**config.mk**
```make
export PLATFORM = sky130hd
export DESIGN_NAME = sdhi_divider
export DESIGN_NICKNAME = d
export VERILOG_FILES = /design/src/hw/rtl/sdhi_pkg.sv /design/src/hw/rtl/sdhi_divider.sv
export SDC_FILE = /design/constraint.sdc
export NUM_CORES = 1
export LEC_CHECK = 0
export ABC_AREA = 1
export BUFFER_PORTS_ARGS = -buffer_cell sky130_fd_sc_hd__buf_2
export CORE_UTILIZATION = 49
export DETAILED_ROUTE_END_ITERATION = 16
export PLACE_DENSITY = 0.8
export SLEW_MARGIN = 20
export SYNTH_ARGS = -nofsm -noshare
export SYNTH_HDL_FRONTEND = slang
export SYNTH_SLANG_ARGS = --single-unit
```
**constraint.sdc**
```tcl
create_clock -name i_clk -period 4.6 [get_ports i_clk]
set_clock_uncertainty 0.2 [all_clocks]
set_input_delay 0 -clock i_clk [delete_from_list [all_inputs] [get_ports i_clk]]
set_output_delay 0 -clock i_clk [all_outputs]
set_load 0.02 [all_outputs]
```
**src/hw/rtl/sdhi_pkg.sv**
```systemverilog
// ----------------------------------------------------------------------------
// sdhi_pkg
// Shared types and constants of the strip detector hit integrator.
// ----------------------------------------------------------------------------
package sdhi_pkg;

    typedef enum logic [1:0] {
        CMD_CAL   = 2'd0,
        CMD_MEAS  = 2'd1,
        CMD_READ  = 2'd2,
        CMD_CLEAR = 2'd3
    } t_cmd;

    localparam logic [2:0] REG_FIRST = 3'd0;
    localparam logic [2:0] REG_END   = 3'd1;
    localparam logic [2:0] REG_XT    = 3'd2;
    localparam logic [2:0] REG_THR   = 3'd3;
    localparam logic [2:0] REG_NOISE = 3'd4;
    localparam logic [2:0] REG_SHIFT = 3'd5;

    localparam int CHANNELS = 64;

    localparam int PED_W   = 30;
    localparam int ISUM_W  = 40;
    localparam int FRM_W   = 20;
    localparam int NOISE_W = 21;
    localparam int MEAN_W  = 32;

    typedef enum logic [3:0] {
        ST_IDLE,
        ST_SAMPLE,
        ST_CLR,
        ST_WALK_RD,
        ST_WALK_WR,
        ST_RD_WAIT,
        ST_DIV,
        ST_OUT
    } t_state;

endpackage

```
**src/hw/rtl/sdhi_divider.sv**
```systemverilog
// ----------------------------------------------------------------------------
// sdhi_divider
// Restoring divider, one quotient bit per cycle, 48-bit dividend by 20 bits.
// ----------------------------------------------------------------------------
module sdhi_divider
    import sdhi_pkg::*;
(
    input  logic                 i_clk,
    input  logic                 i_rst_n,
    input  logic                 i_start,
    input  logic [ISUM_W+7:0]    i_num,
    input  logic [FRM_W-1:0]     i_den,
    output logic                 o_done,
    output logic [ISUM_W+7:0]    o_quot
);
    localparam int NW = ISUM_W + 8;
    localparam int CW = $clog2(NW + 1);

    logic [NW-1:0]  r_q;
    logic [FRM_W:0] r_rem;
    logic [CW-1:0]  r_cnt;
    logic           r_busy;
    logic [FRM_W:0] n_trial;

    assign n_trial = {r_rem[FRM_W-1:0], r_q[NW-1]};

    always_ff @(posedge i_clk) begin
        if (!i_rst_n) begin
            r_busy <= 1'b0;
            r_cnt  <= '0;
        end else if (i_start) begin
            r_busy <= 1'b1;
            r_cnt  <= CW'(NW);
            r_q    <= i_num;
            r_rem  <= '0;
        end else if (r_busy) begin
            if (n_trial >= {1'b0, i_den}) begin
                r_rem <= n_trial - {1'b0, i_den};
                r_q   <= {r_q[NW-2:0], 1'b1};
            end else begin
                r_rem <= n_trial;
                r_q   <= {r_q[NW-2:0], 1'b0};
            end
            r_cnt <= r_cnt - 1'b1;
            if (r_cnt == CW'(1)) r_busy <= 1'b0;
        end
    end

    assign o_done = r_busy && (r_cnt == CW'(1));
    assign o_quot = (n_trial >= {1'b0, i_den}) ? {r_q[NW-2:0], 1'b1}
                                               : {r_q[NW-2:0], 1'b0};
endmodule
```
==> flow_metrics.tcl <==
set metrics [dict create \
    status "completed" \
    h-tree-depth 3 \
    drive_gt1_share_pct 21.2 \
    timing.rr.start "r_rem[9]$_SDFFCE_PP0P_" \
    fin_tns_setup_ps 0 \
    remaining_drc_errors 0 \
    syn_nets 763 \
    fmax_ghz 0.411 \
    drtAntennaViolNets 0 \
    chipHeight_um 104 \
    fill_cells 857 \
    dpl_cell_area_mm2 0.00546 \
    die_area_mm2 0.0108 \
    clock_latency_ps 350 \
    grt.total_usage_pct 22.7 \
    top_usage_layer "met2" \
    boundaryPins 120 \
    yosysWarnings 0 \
    synth-edff-count 68 \
    cts_tree "yes" \
    cts_made_buffers 9 \
    grt_use_met3_pct 5.26 \
    path_clk_slew_ps 80 \
    io_buffers 119 \
    synth_ff_type "edfxtp_1" \
    period_share_pct 52.9 \
    syn_inst 669 \
    wl_per_cell_um 13.0 \
    die_w_um 104 \
    ys_types 39 \
    end_kind "output pin" \
    gp_congestion 0.929 \
    viasPerCell 4.90 \
    globalRouteOverflowTotal 0 \
    critPathRequiredTime_ps 4400 \
    n_antenna_cell 0 \
    pwr_density_cell_mw_per_mm2 312 \
    fin_crit_ps 2430 \
    drt_first_iter_violations 188 \
    p_int_mw 1.28 \
    hpwl_um 7880 \
    fin_nets 882 \
    grt_pass1_vias 4529 \
    cts_resized 0 \
    setup_slack_ps 2170 \
    cp-startpoint "r_rem[9]$_SDFFCE_PP0P_" \
    cp-start-kind "register" \
    worst_pin_slew_ps 830 \
    cts_setup_buffers 0 \
    synth_seq_cells 75 \
    grt_util_met2_pct 41.0 \
    grt_pass1_wl_um 20000 \
    clockPowerShare_pct 27.8 \
    start_util_pct 51.4 \
    fin_cells 926 \
    synth_area_per_cell_um2 7.61 \
    core_mm2 0.00991 \
    wirelength_um 12000 \
    grt_max_degree 72 \
    syn2layout_area_growth_pct 21.4 \
    met1_usage_pct 26.1 \
    switching_share_pct 33.3 \
    ctsRootBufferMaster "clkbuf_8" \
    fin_area_mm2 0.00618 \
    grt_antenna_before_repair 0 \
    cts_buffer_depth 2 \
    dp_cells 860 \
    first_pass_iters 4 \
    netlist_area_mm2 0.00509 \
    p_leak_nw 3.16 \
    p_sw_uw 642 \
    num_vias 4540 \
    dp_slack_ps 2090 \
    hold_viol_final 0 \
    ir_worst_vdd_mv 0.191 \
    p_comb_share_pct 28.4 \
    worstSetupPathType "reg2out" \
    clock_sinks 75 \
    setup_viol 0 \
    slew_viol_final 0 \
    yosysSeqAreaShare_pct 42.8 \
    crit_path_max_fanout 28 \
    drv_cap 0 \
    rows 36 \
    min_path_type "in2reg" \
    rsz0062_at_grt "false" \
    maxSlewHeadroom_pct 44.7 \
    hp-start "i_den[0]" \
    seq_power_share_pct 43.8 \
    ys_async_sr_fraction_pct 0 \
    critPathArrivalTime_ps 2230 \
]
-- synthesized netlist by cell type, drive strengths merged (4+ instances only) --
library cell / instances / area share, %
clkbuf: 12 / 0.88
dfxtp: 7 / 2.8
nand3b: 4 / 0.59
edfxtp: 68 / 40
xnor2: 4 / 0.69
o21ai: 19 / 1.9
nand3: 24 / 2.5
ha: 22 / 5.4
nand2: 265 / 20
a21oi: 18 / 1.8
nor3: 5 / 0.59
inv: 85 / 6.3
nor2: 67 / 5.7
buf: 51 / 7.7
xor2: 7 / 1.2
-- critical path, stage by stage, from the launching register on --
cell and delay [ps]:
edfxtp_1 420, ha_1 410, nand2_2 110, inv_2 70, nand2_2 70, nor3_2 100
nand2_1 110, nand2_2 120, nand2_4 80, nand2_8 180, buf_2 210
-- area by class of cell --
type	count	area, µm²	area share [%]
repair buffers	171	1140	18.5
clock buffers	9	124	2.00
flip-flops and latches	75	2180	35.3
inverters	86	325	5.26
well taps	133	166	2.69
clock inverters	7	82.6	1.34
multi-input cells	445	2160	35.0
-- cells by family (layout without fill, tap and decap cells) --
logic type	after synthesis	after routing	synth area share [%]
buffers and inverters	149	273	14.9
DFF	75	75	42.8
AOI/OAI and AO/OA	42	42	4.42
xor gates and xnor gates	11	11	1.89
adders and majority gates	23	23	5.80
and+or+nand+nor	369	369	30.1
-- per-stage QoR --
stage          power (mW)  util [%]  hold slack (ps)
3_3_place_gp         1.35      55.1             43.1
5_1_grt              2.03      62.4             75.7
3_5_place_dp         1.36      55.1             62.5
2_1_floorplan        1.27         -            -75.6
4_1_cts              1.93      62.1             54.7
6_report             1.93      62.4             61.7
-- metal layers --
metal  part of all wire, %  routed length (µm)  vias to the layer above
met5                     0                   0                        -
li1                      -                   -                     2293
met4                   2.2                 269                        0
met2                    50                6030                      173
met3                   6.7                 806                       26
met1                    41                4890                     2048
-- power by group through the flow --
stage	Sequential [mW]	Clock, mW	Combinational (mW)
2_1_floorplan	0.853	0	0.416
3_3_place_gp	0.855	0	0.493
3_5_place_dp	0.857	0	0.505
4_1_cts	0.843	0.544	0.539
5_1_grt	0.851	0.572	0.609
6_report	0.844	0.535	0.547
-- what timing repair did --
item | CTS | global route
hold buffers | 49 | 0
hold endpoints to repair | 54 | 0
endpoints found under the setup margin | 0 | 0
-- sequential cells by signal, summed over array words and instances, names as in the netlist --
signal and flops:
r_rem 20, r_cnt 6, r_q 48, r_busy 1
-- placed cells by master, fill, tap and decap left out, drive strengths merged, types with 4 or more instances in the layout --
master and instances:
inv 88, nand3b 4, nand2 265, ha 22
xnor2 4, dfxtp 7, dlygate4sd3 49, nor3 5
buf 122, nand3 24, clkbuf 9, o21ai 19
nor2 67, xor2 7, edfxtp 68, a21oi 18
-- final timing paths --
path / end / slack, ps / depth (start not counted)
hold / removal: r_rem[0]$_SDFFCE_PP0P_ / 60 / 5
setup / recovery: o_quot[0] / 2170 / 10
hold reg to reg: r_cnt[0]$_SDFFE_PP0P_ / 300 / 2
setup reg to reg: r_rem[13]$_SDFFCE_PP0P_ / 2190 / 12
Power figures use the tool's default switching activity.
